$ cat src/hdl/fpfr_pkg.sv
// shared types and constants of the firmware page frame receiver
`timescale 1ns / 1ps
`default_nettype none

package fpfr_pkg;

   // result kinds
   typedef enum logic [3:0] {
      KIND_WRONG_INDEX = 4'd0,
      KIND_ECHO        = 4'd1,
      KIND_PAGE_DONE   = 4'd2,
      KIND_PAGE_WORD   = 4'd3,
      KIND_WRITE_OK    = 4'd4,
      KIND_WRITE_ERROR = 4'd5,
      KIND_RESET_ACK   = 4'd6,
      KIND_ERASE       = 4'd7,
      KIND_JUMP        = 4'd8,
      KIND_REFUSED     = 4'd9
   } kind_type;

   // input word codes
   localparam logic CMD_FRAME      = 1'b0;
   localparam logic CMD_WRITE_DONE = 1'b1;

   // upper three id bits select host frames, data frames or ignored ids
   localparam logic [2:0] ID_CLASS_HOST = 3'd0;
   localparam logic [2:0] ID_CLASS_DATA = 3'd1;

   localparam logic [31:0] ADDR_RESET = 32'h0804_0000;

   // csr map, register index is paddr[4:2]
   localparam int          REG_IDX_W      = 3;
   localparam int          CSR_ADDR_W     = 5;
   localparam logic [2:0]  REG_ENTER      = 3'd0;
   localparam logic [2:0]  REG_ADDRESS    = 3'd1;
   localparam logic [2:0]  REG_RESET      = 3'd2;
   localparam logic [2:0]  REG_JUMP       = 3'd3;
   localparam logic [2:0]  REG_ECHO       = 3'd4;

   localparam logic [7:0]  ENTER_ID_RESET   = 8'd16;
   localparam logic [7:0]  ADDRESS_ID_RESET = 8'd32;
   localparam logic [7:0]  RESET_ID_RESET   = 8'd48;
   localparam logic [7:0]  JUMP_ID_RESET    = 8'd144;
   localparam logic        ECHO_RESET       = 1'b1;

   typedef struct packed {
      logic [7:0] enter_cmd_id;
      logic [7:0] address_cmd_id;
      logic [7:0] reset_cmd_id;
      logic [7:0] jump_cmd_id;
      logic       echo_enable;
   } cfg_type;

   // controller to datapath
   typedef struct packed {
      logic capture;
      logic execute;
      logic load_done;
      logic rd_en;
      logic load_word;
   } dp_cmd_type;

   // datapath to controller
   typedef struct packed {
      logic out_free;
      logic page_end;
      logic word_last;
   } dp_status_type;

endpackage

`default_nettype wire

$ cat src/hdl/fpfr_if.sv
// word channels of the firmware page frame receiver
`timescale 1ns / 1ps
`default_nettype none

interface fpfr_req_if;
   logic        valid;
   logic        ready;
   logic        cmd;
   logic [10:0] frame_id;
   logic [63:0] payload;
   logic        write_ok;

   modport source (output valid, cmd, frame_id, payload, write_ok, input ready);
   modport sink (input valid, cmd, frame_id, payload, write_ok, output ready);
endinterface

interface fpfr_rsp_if;
   logic                valid;
   logic                ready;
   fpfr_pkg::kind_type  kind;
   logic [7:0]          exp_index;
   logic [7:0]          rcv_index;
   logic [15:0]         page_count;
   logic [15:0]         byte_sum;
   logic [31:0]         address;
   logic [63:0]         word;
   logic                last;

   modport source (output valid, kind, exp_index, rcv_index, page_count,
                   byte_sum, address, word, last, input ready);
   modport sink (input valid, kind, exp_index, rcv_index, page_count,
                 byte_sum, address, word, last, output ready);
endinterface

`default_nettype wire

$ cat src/hdl/fpfr_ram.sv
// generic single write port ram with registered read
`timescale 1ns / 1ps
`default_nettype none

module fpfr_ram #(
   parameter int WIDTH = 64,
   parameter int DEPTH = 32
) (
   input  wire logic                                    clock,
   input  wire logic                                    we,
   input  wire logic [((DEPTH > 1) ? $clog2(DEPTH) : 1)-1:0] waddr,
   input  wire logic [WIDTH-1:0]                        wdata,
   input  wire logic                                    re,
   input  wire logic [((DEPTH > 1) ? $clog2(DEPTH) : 1)-1:0] raddr,
   output logic      [WIDTH-1:0]                        rdata
);

   logic [WIDTH-1:0] mem_ff [DEPTH];
   logic [WIDTH-1:0] rdata_ff;

   always_ff @(posedge clock) begin
      if (we) begin
         mem_ff[waddr] <= wdata;
      end
      if (re) begin
         rdata_ff <= mem_ff[raddr];
      end
   end

   assign rdata = rdata_ff;

endmodule

`default_nettype wire

$ cat src/hdl/fpfr_csr.sv
// configuration registers behind the apb port
`timescale 1ns / 1ps
`default_nettype none

module fpfr_csr (
   input  wire logic                            clock,
   input  wire logic                            reset,
   input  wire logic                            psel,
   input  wire logic                            penable,
   input  wire logic                            pwrite,
   input  wire logic [fpfr_pkg::CSR_ADDR_W-1:0] paddr,
   input  wire logic [31:0]                     pwdata,
   output logic      [31:0]                     prdata,
   output logic                                 pready,
   output fpfr_pkg::cfg_type                    cfg
);

   logic [7:0] enter_id_ff, enter_id_in;
   logic [7:0] address_id_ff, address_id_in;
   logic [7:0] reset_id_ff, reset_id_in;
   logic [7:0] jump_id_ff, jump_id_in;
   logic       echo_ff, echo_in;
   logic       wr_en;
   logic [fpfr_pkg::REG_IDX_W-1:0] reg_idx;

   assign pready  = 1'b1;
   assign wr_en   = psel && penable && pwrite;
   assign reg_idx = paddr[fpfr_pkg::CSR_ADDR_W-1:2];

   always_comb begin
      enter_id_in   = enter_id_ff;
      address_id_in = address_id_ff;
      reset_id_in   = reset_id_ff;
      jump_id_in    = jump_id_ff;
      echo_in       = echo_ff;
      if (wr_en) begin
         unique case (reg_idx)
            fpfr_pkg::REG_ENTER:   enter_id_in   = pwdata[7:0];
            fpfr_pkg::REG_ADDRESS: address_id_in = pwdata[7:0];
            fpfr_pkg::REG_RESET:   reset_id_in   = pwdata[7:0];
            fpfr_pkg::REG_JUMP:    jump_id_in    = pwdata[7:0];
            fpfr_pkg::REG_ECHO:    echo_in       = pwdata[0];
            default: ;
         endcase
      end
   end

   always_ff @(posedge clock) begin
      if (reset) begin
         enter_id_ff   <= fpfr_pkg::ENTER_ID_RESET;
         address_id_ff <= fpfr_pkg::ADDRESS_ID_RESET;
         reset_id_ff   <= fpfr_pkg::RESET_ID_RESET;
         jump_id_ff    <= fpfr_pkg::JUMP_ID_RESET;
         echo_ff       <= fpfr_pkg::ECHO_RESET;
      end else begin
         enter_id_ff   <= enter_id_in;
         address_id_ff <= address_id_in;
         reset_id_ff   <= reset_id_in;
         jump_id_ff    <= jump_id_in;
         echo_ff       <= echo_in;
      end
   end

   always_comb begin
      unique case (reg_idx)
         fpfr_pkg::REG_ENTER:   prdata = {24'd0, enter_id_ff};
         fpfr_pkg::REG_ADDRESS: prdata = {24'd0, address_id_ff};
         fpfr_pkg::REG_RESET:   prdata = {24'd0, reset_id_ff};
         fpfr_pkg::REG_JUMP:    prdata = {24'd0, jump_id_ff};
         fpfr_pkg::REG_ECHO:    prdata = {31'd0, echo_ff};
         default:               prdata = 32'd0;
      endcase
   end

   assign cfg.enter_cmd_id   = enter_id_ff;
   assign cfg.address_cmd_id = address_id_ff;
   assign cfg.reset_cmd_id   = reset_id_ff;
   assign cfg.jump_cmd_id    = jump_id_ff;
   assign cfg.echo_enable    = echo_ff;

endmodule

`default_nettype wire

$ cat src/hdl/fpfr_ctrl.sv
// controller sequencing accept, execute, page report and page readout
`timescale 1ns / 1ps
`default_nettype none

module fpfr_ctrl (
   input  wire logic                    clock,
   input  wire logic                    reset,
   input  wire logic                    req_valid,
   output logic                         req_ready,
   input  wire fpfr_pkg::dp_status_type status,
   output fpfr_pkg::dp_cmd_type         cmd
);

   typedef enum logic [2:0] {
      S_IDLE,
      S_EXEC,
      S_DONE,
      S_READ,
      S_WORD
   } state_type;

   state_type state_ff, state_in;

   always_comb begin
      state_in      = state_ff;
      req_ready     = 1'b0;
      cmd           = '0;
      unique case (state_ff)
         S_IDLE: begin
            req_ready = 1'b1;
            if (req_valid) begin
               cmd.capture = 1'b1;
               state_in    = S_EXEC;
            end
         end
         S_EXEC: begin
            if (status.out_free) begin
               cmd.execute = 1'b1;
               state_in    = status.page_end ? S_DONE : S_IDLE;
            end
         end
         S_DONE: begin
            if (status.out_free) begin
               cmd.load_done = 1'b1;
               state_in      = S_READ;
            end
         end
         S_READ: begin
            cmd.rd_en = 1'b1;
            state_in  = S_WORD;
         end
         S_WORD: begin
            if (status.out_free) begin
               cmd.load_word = 1'b1;
               state_in      = status.word_last ? S_IDLE : S_READ;
            end
         end
         default: state_in = S_IDLE;
      endcase
   end

   always_ff @(posedge clock) begin
      if (reset) begin
         state_ff <= S_IDLE;
      end else begin
         state_ff <= state_in;
      end
   end

`ifndef SYNTHESIS
   ap_accept_to_exec: assert property (@(posedge clock) disable iff (reset)
      req_valid && req_ready |=> state_ff == S_EXEC)
      else $error("accepted word not followed by execute");

   ap_read_then_word: assert property (@(posedge clock) disable iff (reset)
      cmd.rd_en |=> state_ff == S_WORD && !req_ready)
      else $error("page read not followed by word load");

   ap_done_starts_read: assert property (@(posedge clock) disable iff (reset)
      cmd.load_done |=> cmd.rd_en)
      else $error("page done not followed by readout");
`endif

endmodule

`default_nettype wire

$ cat src/hdl/fpfr_dp.sv
// datapath: loader state, page memory, output register
`timescale 1ns / 1ps
`default_nettype none

module fpfr_dp #(
   parameter int PAGE_WORDS = 32
) (
   input  wire logic                    clock,
   input  wire logic                    reset,
   input  wire fpfr_pkg::dp_cmd_type    cmd,
   output fpfr_pkg::dp_status_type      status,
   input  wire fpfr_pkg::cfg_type       cfg,
   input  wire logic                    req_cmd,
   input  wire logic [10:0]             req_frame_id,
   input  wire logic [63:0]             req_payload,
   input  wire logic                    req_write_ok,
   output logic                         rsp_valid,
   input  wire logic                    rsp_ready,
   output fpfr_pkg::kind_type           rsp_kind,
   output logic [7:0]                   rsp_exp_index,
   output logic [7:0]                   rsp_rcv_index,
   output logic [15:0]                  rsp_page_count,
   output logic [15:0]                  rsp_byte_sum,
   output logic [31:0]                  rsp_address,
   output logic [63:0]                  rsp_word,
   output logic                         rsp_last
);

   localparam int                IDX_W     = (PAGE_WORDS > 1) ? $clog2(PAGE_WORDS) : 1;
   localparam logic [IDX_W-1:0]  IDX_LAST  = IDX_W'(PAGE_WORDS - 1);
   localparam logic [31:0]       ADDR_STEP = 32'(PAGE_WORDS * 8);

   // captured input word
   logic        hold_cmd_ff;
   logic [10:0] hold_id_ff;
   logic [63:0] hold_payload_ff;
   logic        hold_wok_ff;

   // loader state
   logic [IDX_W-1:0] next_index_ff, next_index_in;
   logic [15:0]      running_sum_ff, running_sum_in;
   logic [15:0]      pages_done_ff, pages_done_in;
   logic [31:0]      start_address_ff, start_address_in;
   logic [31:0]      write_address_ff, write_address_in;
   logic             image_ok_ff, image_ok_in;
   logic             write_pending_ff, write_pending_in;
   logic [15:0]      page_sum_ff, page_sum_in;
   logic [IDX_W-1:0] word_cnt_ff, word_cnt_in;

   // output register
   logic                rsp_valid_ff, rsp_valid_in;
   fpfr_pkg::kind_type  rsp_kind_ff, rsp_kind_in;
   logic [7:0]          rsp_exp_ff, rsp_exp_in;
   logic [7:0]          rsp_rcv_ff, rsp_rcv_in;
   logic [15:0]         rsp_pc_ff, rsp_pc_in;
   logic [15:0]         rsp_sum_ff, rsp_sum_in;
   logic [31:0]         rsp_addr_ff, rsp_addr_in;
   logic [63:0]         rsp_word_ff, rsp_word_in;
   logic                rsp_last_ff, rsp_last_in;

   // decode of the captured word
   logic [10:0]         byte_total;
   logic [15:0]         new_sum;
   logic [7:0]          host_code;
   logic                is_host, is_data, is_done;
   logic                hit_enter, hit_addr, hit_reset, hit_jump;
   logic                data_match, page_end, word_last, out_free;
   logic                first_valid;
   fpfr_pkg::kind_type  first_kind;
   logic [7:0]          first_exp, first_rcv;
   logic [15:0]         first_pc;
   logic [31:0]         first_addr;
   logic [63:0]         first_word;
   logic [63:0]         ram_rdata;

   always_ff @(posedge clock) begin
      if (cmd.capture) begin
         hold_cmd_ff     <= req_cmd;
         hold_id_ff      <= req_frame_id;
         hold_payload_ff <= req_payload;
         hold_wok_ff     <= req_write_ok;
      end
   end

   always_comb begin
      byte_total = 11'd0;
      for (int b = 0; b < 8; b++) begin
         byte_total = byte_total + 11'(hold_payload_ff[8*b +: 8]);
      end
   end

   assign new_sum    = running_sum_ff + 16'(byte_total);
   assign host_code  = hold_id_ff[7:0];
   assign is_done    = hold_cmd_ff == fpfr_pkg::CMD_WRITE_DONE;
   assign is_host    = hold_cmd_ff == fpfr_pkg::CMD_FRAME
                       && hold_id_ff[10:8] == fpfr_pkg::ID_CLASS_HOST;
   assign is_data    = hold_cmd_ff == fpfr_pkg::CMD_FRAME
                       && hold_id_ff[10:8] == fpfr_pkg::ID_CLASS_DATA;
   // first matching host id wins
   assign hit_enter  = is_host && host_code == cfg.enter_cmd_id;
   assign hit_addr   = is_host && !hit_enter && host_code == cfg.address_cmd_id;
   assign hit_reset  = is_host && !hit_enter && !hit_addr && host_code == cfg.reset_cmd_id;
   assign hit_jump   = is_host && !hit_enter && !hit_addr && !hit_reset
                       && host_code == cfg.jump_cmd_id;
   assign data_match = is_data && host_code == 8'(next_index_ff);
   assign page_end   = data_match && next_index_ff == IDX_LAST;
   assign word_last  = word_cnt_ff == IDX_LAST;
   assign out_free   = !rsp_valid_ff || rsp_ready;

   assign status.out_free  = out_free;
   assign status.page_end  = page_end;
   assign status.word_last = word_last;

   // first result of the word, if any
   always_comb begin
      first_valid = 1'b0;
      first_kind  = fpfr_pkg::KIND_WRONG_INDEX;
      first_exp   = 8'd0;
      first_rcv   = 8'd0;
      first_pc    = 16'd0;
      first_addr  = 32'd0;
      first_word  = 64'd0;
      if (is_done) begin
         if (write_pending_ff) begin
            first_valid = 1'b1;
            first_pc    = pages_done_ff;
            if (hold_wok_ff) begin
               first_kind = fpfr_pkg::KIND_WRITE_OK;
               first_addr = write_address_ff;
            end else begin
               first_kind = fpfr_pkg::KIND_WRITE_ERROR;
            end
         end
      end else if (hit_enter) begin
         first_valid = 1'b1;
         first_kind  = fpfr_pkg::KIND_ERASE;
      end else if (hit_reset) begin
         first_valid = 1'b1;
         first_kind  = fpfr_pkg::KIND_RESET_ACK;
         first_pc    = pages_done_ff;
      end else if (hit_jump) begin
         first_valid = 1'b1;
         if (image_ok_ff) begin
            first_kind = fpfr_pkg::KIND_JUMP;
            first_addr = start_address_ff;
         end else begin
            first_kind = fpfr_pkg::KIND_REFUSED;
         end
      end else if (is_data) begin
         if (!data_match) begin
            first_valid = 1'b1;
            first_kind  = fpfr_pkg::KIND_WRONG_INDEX;
            first_exp   = 8'(next_index_ff);
            first_rcv   = host_code;
         end else if (cfg.echo_enable) begin
            first_valid = 1'b1;
            first_kind  = fpfr_pkg::KIND_ECHO;
            first_exp   = 8'(next_index_ff);
            first_rcv   = 8'(next_index_ff);
            first_word  = hold_payload_ff;
         end
      end
   end

   // loader state update on execute
   always_comb begin
      next_index_in    = next_index_ff;
      running_sum_in   = running_sum_ff;
      pages_done_in    = pages_done_ff;
      start_address_in = start_address_ff;
      write_address_in = write_address_ff;
      image_ok_in      = image_ok_ff;
      write_pending_in = write_pending_ff;
      page_sum_in      = page_sum_ff;
      if (cmd.execute) begin
         if (is_done) begin
            if (write_pending_ff) begin
               write_pending_in = 1'b0;
               if (hold_wok_ff) begin
                  pages_done_in    = pages_done_ff + 16'd1;
                  image_ok_in      = 1'b1;
                  write_address_in = write_address_ff + ADDR_STEP;
               end
            end
         end else if (hit_enter) begin
            image_ok_in = 1'b0;
         end else if (hit_addr) begin
            start_address_in = hold_payload_ff[31:0];
            write_address_in = hold_payload_ff[31:0];
         end else if (hit_reset) begin
            running_sum_in = 16'd0;
            next_index_in  = '0;
         end else if (is_data) begin
            image_ok_in = 1'b0;
            if (data_match) begin
               if (page_end) begin
                  next_index_in    = '0;
                  running_sum_in   = 16'd0;
                  page_sum_in      = new_sum;
                  write_pending_in = 1'b1;
               end else begin
                  next_index_in  = next_index_ff + IDX_W'(1);
                  running_sum_in = new_sum;
               end
            end
         end
      end
   end

   always_comb begin
      word_cnt_in = word_cnt_ff;
      if (cmd.load_done) begin
         word_cnt_in = '0;
      end else if (cmd.load_word && !word_last) begin
         word_cnt_in = word_cnt_ff + IDX_W'(1);
      end
   end

   // output register, loaded only when free
   always_comb begin
      rsp_valid_in = rsp_valid_ff && !rsp_ready;
      rsp_kind_in  = rsp_kind_ff;
      rsp_exp_in   = rsp_exp_ff;
      rsp_rcv_in   = rsp_rcv_ff;
      rsp_pc_in    = rsp_pc_ff;
      rsp_sum_in   = rsp_sum_ff;
      rsp_addr_in  = rsp_addr_ff;
      rsp_word_in  = rsp_word_ff;
      rsp_last_in  = rsp_last_ff;
      if (cmd.execute && first_valid) begin
         rsp_valid_in = 1'b1;
         rsp_kind_in  = first_kind;
         rsp_exp_in   = first_exp;
         rsp_rcv_in   = first_rcv;
         rsp_pc_in    = first_pc;
         rsp_sum_in   = 16'd0;
         rsp_addr_in  = first_addr;
         rsp_word_in  = first_word;
         rsp_last_in  = !page_end;
      end else if (cmd.load_done) begin
         rsp_valid_in = 1'b1;
         rsp_kind_in  = fpfr_pkg::KIND_PAGE_DONE;
         rsp_exp_in   = 8'd0;
         rsp_rcv_in   = 8'd0;
         rsp_pc_in    = pages_done_ff;
         rsp_sum_in   = page_sum_ff;
         rsp_addr_in  = write_address_ff;
         rsp_word_in  = 64'd0;
         rsp_last_in  = 1'b0;
      end else if (cmd.load_word) begin
         rsp_valid_in = 1'b1;
         rsp_kind_in  = fpfr_pkg::KIND_PAGE_WORD;
         rsp_exp_in   = 8'(word_cnt_ff);
         rsp_rcv_in   = 8'd0;
         rsp_pc_in    = 16'd0;
         rsp_sum_in   = 16'd0;
         rsp_addr_in  = write_address_ff;
         rsp_word_in  = ram_rdata;
         rsp_last_in  = word_last;
      end
   end

   always_ff @(posedge clock) begin
      if (reset) begin
         next_index_ff    <= '0;
         running_sum_ff   <= 16'd0;
         pages_done_ff    <= 16'd0;
         start_address_ff <= fpfr_pkg::ADDR_RESET;
         write_address_ff <= fpfr_pkg::ADDR_RESET;
         image_ok_ff      <= 1'b0;
         write_pending_ff <= 1'b0;
         word_cnt_ff      <= '0;
         rsp_valid_ff     <= 1'b0;
      end else begin
         next_index_ff    <= next_index_in;
         running_sum_ff   <= running_sum_in;
         pages_done_ff    <= pages_done_in;
         start_address_ff <= start_address_in;
         write_address_ff <= write_address_in;
         image_ok_ff      <= image_ok_in;
         write_pending_ff <= write_pending_in;
         word_cnt_ff      <= word_cnt_in;
         rsp_valid_ff     <= rsp_valid_in;
      end
   end

   always_ff @(posedge clock) begin
      page_sum_ff <= page_sum_in;
      rsp_kind_ff <= rsp_kind_in;
      rsp_exp_ff  <= rsp_exp_in;
      rsp_rcv_ff  <= rsp_rcv_in;
      rsp_pc_ff   <= rsp_pc_in;
      rsp_sum_ff  <= rsp_sum_in;
      rsp_addr_ff <= rsp_addr_in;
      rsp_word_ff <= rsp_word_in;
      rsp_last_ff <= rsp_last_in;
   end

   fpfr_ram #(
      .WIDTH (64),
      .DEPTH (PAGE_WORDS)
   ) u_page_ram (
      .clock (clock),
      .we    (cmd.execute && data_match),
      .waddr (next_index_ff),
      .wdata (hold_payload_ff),
      .re    (cmd.rd_en),
      .raddr (word_cnt_ff),
      .rdata (ram_rdata)
   );

   assign rsp_valid      = rsp_valid_ff;
   assign rsp_kind       = rsp_kind_ff;
   assign rsp_exp_index  = rsp_exp_ff;
   assign rsp_rcv_index  = rsp_rcv_ff;
   assign rsp_page_count = rsp_pc_ff;
   assign rsp_byte_sum   = rsp_sum_ff;
   assign rsp_address    = rsp_addr_ff;
   assign rsp_word       = rsp_word_ff;
   assign rsp_last       = rsp_last_ff;

`ifndef SYNTHESIS
   ap_no_overwrite: assert property (@(posedge clock) disable iff (reset)
      rsp_valid_ff && !rsp_ready
      |-> !(cmd.load_done || cmd.load_word || (cmd.execute && first_valid)))
      else $error("output register loaded while stalled");

   ap_page_sets_pending: assert property (@(posedge clock) disable iff (reset)
      cmd.execute && page_end |=> write_pending_ff && next_index_ff == '0)
      else $error("page completion did not arm the write");

   ap_last_word_flag: assert property (@(posedge clock) disable iff (reset)
      cmd.load_word && word_last |=> rsp_valid_ff && rsp_last_ff)
      else $error("final page word not marked last");

   ap_done_not_last: assert property (@(posedge clock) disable iff (reset)
      cmd.load_done |=> rsp_valid_ff && !rsp_last_ff
      && rsp_kind_ff == fpfr_pkg::KIND_PAGE_DONE)
      else $error("page done marked last");
`endif

endmodule

`default_nettype wire

$ cat src/hdl/firmware_page_frame_receiver.sv
// top level of the firmware page frame receiver
`timescale 1ns / 1ps
`default_nettype none

// Receives bus frames and flash-write completions one word at a time. A word
// is captured and then executed as soon as the output register is free,
// whether it is a host frame, a data frame or a completion. The data frame
// that completes a page also reports the page and reads all PAGE_WORDS words
// back from the page memory through its registered read port, one read and
// one word load per word, so the block takes the next word only after that
// readout ends. The output register lets a new word in while a result still
// waits. The page memory needs no clearing after reset. Configuration
// registers lie at byte addresses 0x00, 0x04, 0x08, 0x0c (enter, address,
// reset and jump ids) and 0x10 (echo enable).
module firmware_page_frame_receiver #(
   parameter int PAGE_WORDS = 32
) (
   input  wire logic                            clock,
   input  wire logic                            reset,
   fpfr_req_if.sink                             req_chan,
   fpfr_rsp_if.source                           rsp_chan,
   input  wire logic                            psel,
   input  wire logic                            penable,
   input  wire logic                            pwrite,
   input  wire logic [fpfr_pkg::CSR_ADDR_W-1:0] paddr,
   input  wire logic [31:0]                     pwdata,
   output logic      [31:0]                     prdata,
   output logic                                 pready
);

   fpfr_pkg::cfg_type       cfg;
   fpfr_pkg::dp_cmd_type    dp_cmd;
   fpfr_pkg::dp_status_type dp_status;
   logic                    req_ready;

   fpfr_csr u_csr (
      .clock   (clock),
      .reset   (reset),
      .psel    (psel),
      .penable (penable),
      .pwrite  (pwrite),
      .paddr   (paddr),
      .pwdata  (pwdata),
      .prdata  (prdata),
      .pready  (pready),
      .cfg     (cfg)
   );

   fpfr_ctrl u_ctrl (
      .clock     (clock),
      .reset     (reset),
      .req_valid (req_chan.valid),
      .req_ready (req_ready),
      .status    (dp_status),
      .cmd       (dp_cmd)
   );

   assign req_chan.ready = req_ready;

   fpfr_dp #(
      .PAGE_WORDS (PAGE_WORDS)
   ) u_dp (
      .clock          (clock),
      .reset          (reset),
      .cmd            (dp_cmd),
      .status         (dp_status),
      .cfg            (cfg),
      .req_cmd        (req_chan.cmd),
      .req_frame_id   (req_chan.frame_id),
      .req_payload    (req_chan.payload),
      .req_write_ok   (req_chan.write_ok),
      .rsp_valid      (rsp_chan.valid),
      .rsp_ready      (rsp_chan.ready),
      .rsp_kind       (rsp_chan.kind),
      .rsp_exp_index  (rsp_chan.exp_index),
      .rsp_rcv_index  (rsp_chan.rcv_index),
      .rsp_page_count (rsp_chan.page_count),
      .rsp_byte_sum   (rsp_chan.byte_sum),
      .rsp_address    (rsp_chan.address),
      .rsp_word       (rsp_chan.word),
      .rsp_last       (rsp_chan.last)
   );

endmodule

`default_nettype wire
$ cat src/flat_wrapper.sv
// flat-port wrapper written by rule: the top's interface ports become plain ports
module firmware_page_frame_receiver_flat 
#(
   parameter int PAGE_WORDS = 32
)
  (clock, reset, psel, penable, pwrite, paddr, pwdata, prdata, pready, req_chan_valid, req_chan_cmd, req_chan_frame_id, req_chan_payload, req_chan_write_ok, req_chan_ready, rsp_chan_valid, rsp_chan_kind, rsp_chan_exp_index, rsp_chan_rcv_index, rsp_chan_page_count, rsp_chan_byte_sum, rsp_chan_address, rsp_chan_word, rsp_chan_last, rsp_chan_ready);
  fpfr_req_if req_chan_i ();
  fpfr_rsp_if rsp_chan_i ();
  input  wire logic clock;
  input  wire logic reset;
  input  wire logic psel;
  input  wire logic penable;
  input  wire logic pwrite;
  input  wire logic [fpfr_pkg::CSR_ADDR_W-1:0] paddr;
  input  wire logic [31:0] pwdata;
  output logic      [31:0] prdata;
  output logic pready;
  input wire logic [$bits(req_chan_i.valid)-1:0] req_chan_valid;
  input wire logic [$bits(req_chan_i.cmd)-1:0] req_chan_cmd;
  input wire logic [$bits(req_chan_i.frame_id)-1:0] req_chan_frame_id;
  input wire logic [$bits(req_chan_i.payload)-1:0] req_chan_payload;
  input wire logic [$bits(req_chan_i.write_ok)-1:0] req_chan_write_ok;
  output wire logic [$bits(req_chan_i.ready)-1:0] req_chan_ready;
  output wire logic [$bits(rsp_chan_i.valid)-1:0] rsp_chan_valid;
  output wire logic [$bits(rsp_chan_i.kind)-1:0] rsp_chan_kind;
  output wire logic [$bits(rsp_chan_i.exp_index)-1:0] rsp_chan_exp_index;
  output wire logic [$bits(rsp_chan_i.rcv_index)-1:0] rsp_chan_rcv_index;
  output wire logic [$bits(rsp_chan_i.page_count)-1:0] rsp_chan_page_count;
  output wire logic [$bits(rsp_chan_i.byte_sum)-1:0] rsp_chan_byte_sum;
  output wire logic [$bits(rsp_chan_i.address)-1:0] rsp_chan_address;
  output wire logic [$bits(rsp_chan_i.word)-1:0] rsp_chan_word;
  output wire logic [$bits(rsp_chan_i.last)-1:0] rsp_chan_last;
  input wire logic [$bits(rsp_chan_i.ready)-1:0] rsp_chan_ready;
  assign req_chan_i.valid = req_chan_valid;
  assign req_chan_i.cmd = req_chan_cmd;
  assign req_chan_i.frame_id = req_chan_frame_id;
  assign req_chan_i.payload = req_chan_payload;
  assign req_chan_i.write_ok = req_chan_write_ok;
  assign req_chan_ready = req_chan_i.ready;
  assign rsp_chan_valid = rsp_chan_i.valid;
  assign rsp_chan_kind = rsp_chan_i.kind;
  assign rsp_chan_exp_index = rsp_chan_i.exp_index;
  assign rsp_chan_rcv_index = rsp_chan_i.rcv_index;
  assign rsp_chan_page_count = rsp_chan_i.page_count;
  assign rsp_chan_byte_sum = rsp_chan_i.byte_sum;
  assign rsp_chan_address = rsp_chan_i.address;
  assign rsp_chan_word = rsp_chan_i.word;
  assign rsp_chan_last = rsp_chan_i.last;
  assign rsp_chan_i.ready = rsp_chan_ready;
  firmware_page_frame_receiver #(.PAGE_WORDS(PAGE_WORDS)) u_core (.clock(clock), .reset(reset), .req_chan(req_chan_i), .rsp_chan(rsp_chan_i), .psel(psel), .penable(penable), .pwrite(pwrite), .paddr(paddr), .pwdata(pwdata), .prdata(prdata), .pready(pready));
endmodule
$ cat config.mk
export PLATFORM = sky130hd
export DESIGN_NAME = firmware_page_frame_receiver_flat
export DESIGN_NICKNAME = d
export VERILOG_FILES = /design/src/hdl/fpfr_pkg.sv /design/src/hdl/fpfr_if.sv /design/src/hdl/fpfr_ram.sv /design/src/hdl/fpfr_csr.sv /design/src/hdl/fpfr_ctrl.sv /design/src/hdl/fpfr_dp.sv /design/src/hdl/firmware_page_frame_receiver.sv /design/src/flat_wrapper.sv
export SDC_FILE = /design/constraint.sdc
export NUM_CORES = 2
export LEC_CHECK = 0
export BUFFER_PORTS_ARGS = -buffer_cell sky130_fd_sc_hd__buf_2
export CAP_MARGIN = 40
export CORE_ASPECT_RATIO = 1.75
export CORE_MARGIN = 5
export CORE_UTILIZATION = 62
export DETAILED_ROUTE_END_ITERATION = 16
export PLACE_DENSITY = 0.82
export SLEW_MARGIN = 25
export SYNTH_ARGS = -nofsm -noshare
export SYNTH_HDL_FRONTEND = slang
export SYNTH_SLANG_ARGS = --single-unit
$ cat constraint.sdc
create_clock -name clock -period 9.5 [get_ports clock]
set_input_delay 0 -clock clock [delete_from_list [all_inputs] [get_ports clock]]
set_output_delay 0 -clock clock [all_outputs]
set_load 0.01 [all_outputs]
==> flow_summary.json <==
{
  "end_kind": "flip-flop",
  "synthTopCellsByCount": "edfxtp_1 (2,335), mux4_2 (647), clkbuf_1 (187), nand2_1 (163), dfxtp_1 (161)",
  "final.setup.tns_ps": 0,
  "grt_start_max_net_pins": 145,
  "worstSkewPairLatency_ps": 870,
  "clock-root-buffer": "clkbuf_16",
  "max_freq_ghz": 0.159,
  "synth_top_area_share": 0.718,
  "post-route-period-util": 0.662,
  "cts_tree": "done",
  "cp.arrival_ps": 7090,
  "final_net_count": 5388,
  "initial_core_util": 0.624,
  "post_drt_wl_per_cell_um": 40.9,
  "postCtsSetupBuffers": 0,
  "syn_area_mm2": 0.0976,
  "leakagePower_nw": 34.9,
  "status": "completed",
  "vias": 55600,
  "cp_slowest_cell": "a311oi_1",
  "synth_ff_type": "edfxtp_1",
  "top_layer": "met5",
  "r2r-start": "u_core.u_dp.hold_payload_ff[19]",
  "drt_drc_violations_left": 0,
  "drt_wl_total_mm": 302,
  "rsz0062_at_grt": "false",
  "finClkSkew_ps": 55.8,
  "crit_type": "flip-flop to flip-flop",
  "setup-violations-final": 0,
  "gp_congestion": 0.900,
  "m1WireLength_mm": 89.5,
  "die_w_um": 310,
  "fin_util": 0.712,
  "portBuffers": 250,
  "worstMarginPinSlew_ps": 1070,
  "worstPathMaxFanout": 37,
  "synth-edff-count": 2335,
  "startpoint": "u_core.u_dp.hold_payload_ff[19]",
  "ant_nets": 0,
  "yosysSeqAreaShare": 0.751,
  "min_period_ps": 6290,
  "synth.avg_cell_area_um2": 21.2,
  "die_area_mm2": 0.166,
  "antenna_found_initial": 14,
  "peakVddDrop_mv": 0.158,
  "grt_pass1_vias": 55200,
  "slew_viol_final": 0,
  "async_reset_ff_frac": 0,
  "grt_usage": 0.356,
  "core_area_mm2": 0.156,
  "cap_violations": 0,
  "overflow": 0,
  "vias_per_cell": 7.51,
  "cp_cell_sequence": "buf_4 -> inv_1 -> fa_1 -> inv_1 -> fa_1 -> fa_1 -> inv_1 -> fa_1 -> inv_1 -> fa_1 -> a211oi_1 -> o21bai_1 -> a311oi_1 -> o21ai_0 -> a21oi_1 -> a21o_1",
  "synth.area.top_cells": "edfxtp_1 (72%), mux4_2 (15%), dfxtp_1 (3.3%), fa_1 (1.1%), a32o_1 (0.88%)",
  "drive_above_1_share": 0.292,
  "cts.reportedPaths.clkPinSlew_ps": 80,
  "hpwl_mm": 139,
  "synthDistinctLibCells": 79,
  "grt_pass1_wl_mm": 413,
  "ys_ff_latch": 2496,
  "drtPass1Iterations": 9,
  "area_growth_pct": 14.1,
  "synth_most_common_cell": "edfxtp_1",
  "cts.htree.levels": 4,
  "max_stage_delay_ps": 770,
  "ys_warn_count": 0,
  "cts_resized": 0,
  "hp-start": "pwdata[6]",
  "cts.sinks": 2496,
  "cp_common_cell": "fa_1",
  "rows": 192,
  "wl_met3_mm": 41.5,
  "route.met2.wl_mm": 147,
  "pwr_density_cell_mw_per_mm2": 201,
  "hold_path_class": "input pin to flip-flop",
  "critPathLaunchType": "flip-flop",
  "hold_viol": 0,
  "relSlewSlack": 0.286,
  "fp.dieH_um": 535,
  "cts_made_buffers": 209,
  "syn_inst": 4600,
  "drt_iter0_markers": 11100,
  "clock_path_buffers": 4,
  "crit_required_ps": 10300,
  "io_pins": 305,
  "synth_top_area_cell": "edfxtp_1",
  "holdBufCountCts": 185
}
==> per-layer routing <==
| layer | vias to the layer above | track usage |
|---|---|---|
| li1 | 20100 | - |
| met1 | 27500 | 0.450 |
| met4 | 6 | 0.190 |
| met3 | 1531 | 0.0815 |
| met5 | - | 0 |
| met2 | 6402 | 0.583 |
==> area by class of cell <==
cell class	count	area (um^2)
antenna	13	32.5
clock buffer	253	5550
clock inverter	120	1180
fill	8219	45000
inverter	109	409
multi-input combinational	1728	22900
sequential	2496	73400
tap	2037	2550
timing repair buffer	642	5340
==> sequential cells by signal, summed over array words and instances, names as in the netlist, 8 cells and up <==
register                       count
u_core.u_csr.reset_id_ff           8
u_core.u_dp.page_sum_ff           16
u_core.u_dp.hold_payload_ff       64
u_core.u_dp.start_address_ff      32
u_core.u_dp.rsp_address           32
u_core.u_dp.rsp_page_count        16
u_core.u_dp.hold_id_ff            11
u_core.u_csr.jump_id_ff            8
u_core.u_dp.running_sum_ff        16
u_core.u_dp.pages_done_ff         16
u_core.u_csr.address_id_ff         8
u_core.u_dp.write_address_ff      32
u_core.u_dp.rsp_byte_sum          16
u_core.u_dp.rsp_rcv_index          8
u_core.u_dp.u_page_ram.mem_ff   2048
u_core.u_dp.rsp_word              64
u_core.u_dp.u_page_ram.rdata      64
u_core.u_csr.enter_id_ff           8
==> layout by cell type (no fill, tap or decap), types with 14 or more instances in the layout <==
cell type	netlist	final
edfxtp_1	2335	2335
mux4_2	647	647
buf_2	28	249
clkbuf_16	0	214
dlygate4sd3_1	0	185
nand2_1	163	161
buf_4	30	156
dfxtp_1	161	156
inv_1	108	108
a32o_1	86	86
nor2_1	107	75
a21oi_1	70	70
mux2_2	66	66
fa_1	55	55
o21ai_0	50	50
xnor2_1	43	43
clkinv_2	0	42
nand3_1	40	39
a22oi_1	34	34
clkbuf_1	187	34
nor2_4	0	32
mux2i_1	30	30
clkinv_1	1	29
conb_1	2	28
ha_1	26	26
nor3_1	25	25
xor2_1	24	24
a31oi_1	23	22
nand4_1	21	21
bufinv_16	0	20
a22o_1	19	19
buf_16	0	19
a211oi_2	16	16
buf_12	0	15
clkinvlp_4	0	14
==> cells by family (layout without fill, tap and decap cells) <==
logic type	count (synthesis)	after routing	share of synthesized area
DFF	2496	2496	0.751
other	2	41	0.0000769
muxes	743	743	0.160
buffers and inverters	402	1124	0.0177
adders and majority gates	81	81	0.0146
xor gates and xnor gates	67	67	0.00601
and+or+nand+nor	451	451	0.0223
AOI/OAI and AO/OA	358	358	0.0279
==> per-stage QoR <==
step	setup WS [ps]	power [W]	instance area, um^2	hold slack, ps	std cells
global placement	3800	0.0133	102000	176	6779
CTS	3260	0.0221	111000	0.621	7370
finish	3210	0.0223	111000	45.3	7398
floorplan	4070	0.0130	97700	98.9	4626
global route	3100	0.0228	111000	57.8	7388
detailed placement	3660	0.0134	102000	178	6812
==> power breakdown <==
part	internal, W	leakage (nW)	switching [W]
Sequential	0.0121	22.4	0.0000332
Clock	0.00473	3.28	0.00411
Combinational	0.000425	9.28	0.000968
Total	0.0172	34.9	0.00511
==> worst max-delay path: cells and delay by family (launching register included) <==
kind                     cells  cell delay [ps]
AO/OA/AOI/OAI                6             2210
adder cells (fa/ha/maj)      5             2790
buffers and inverters        5              890
flip-flops                   1              340
==> final timing paths <==
check	endpoint	slack [ps]	cells after the start
worst max register to register	u_core.u_dp.running_sum_ff[14]	3210	16
worst max-delay path	u_core.u_dp.running_sum_ff[14]	3210	16
worst min-delay path	u_core.u_csr.jump_id_ff[6]	50	4
worst min register to register	u_core.u_dp.start_address_ff[31]	450	2
Power figures use the tool's default switching activity.
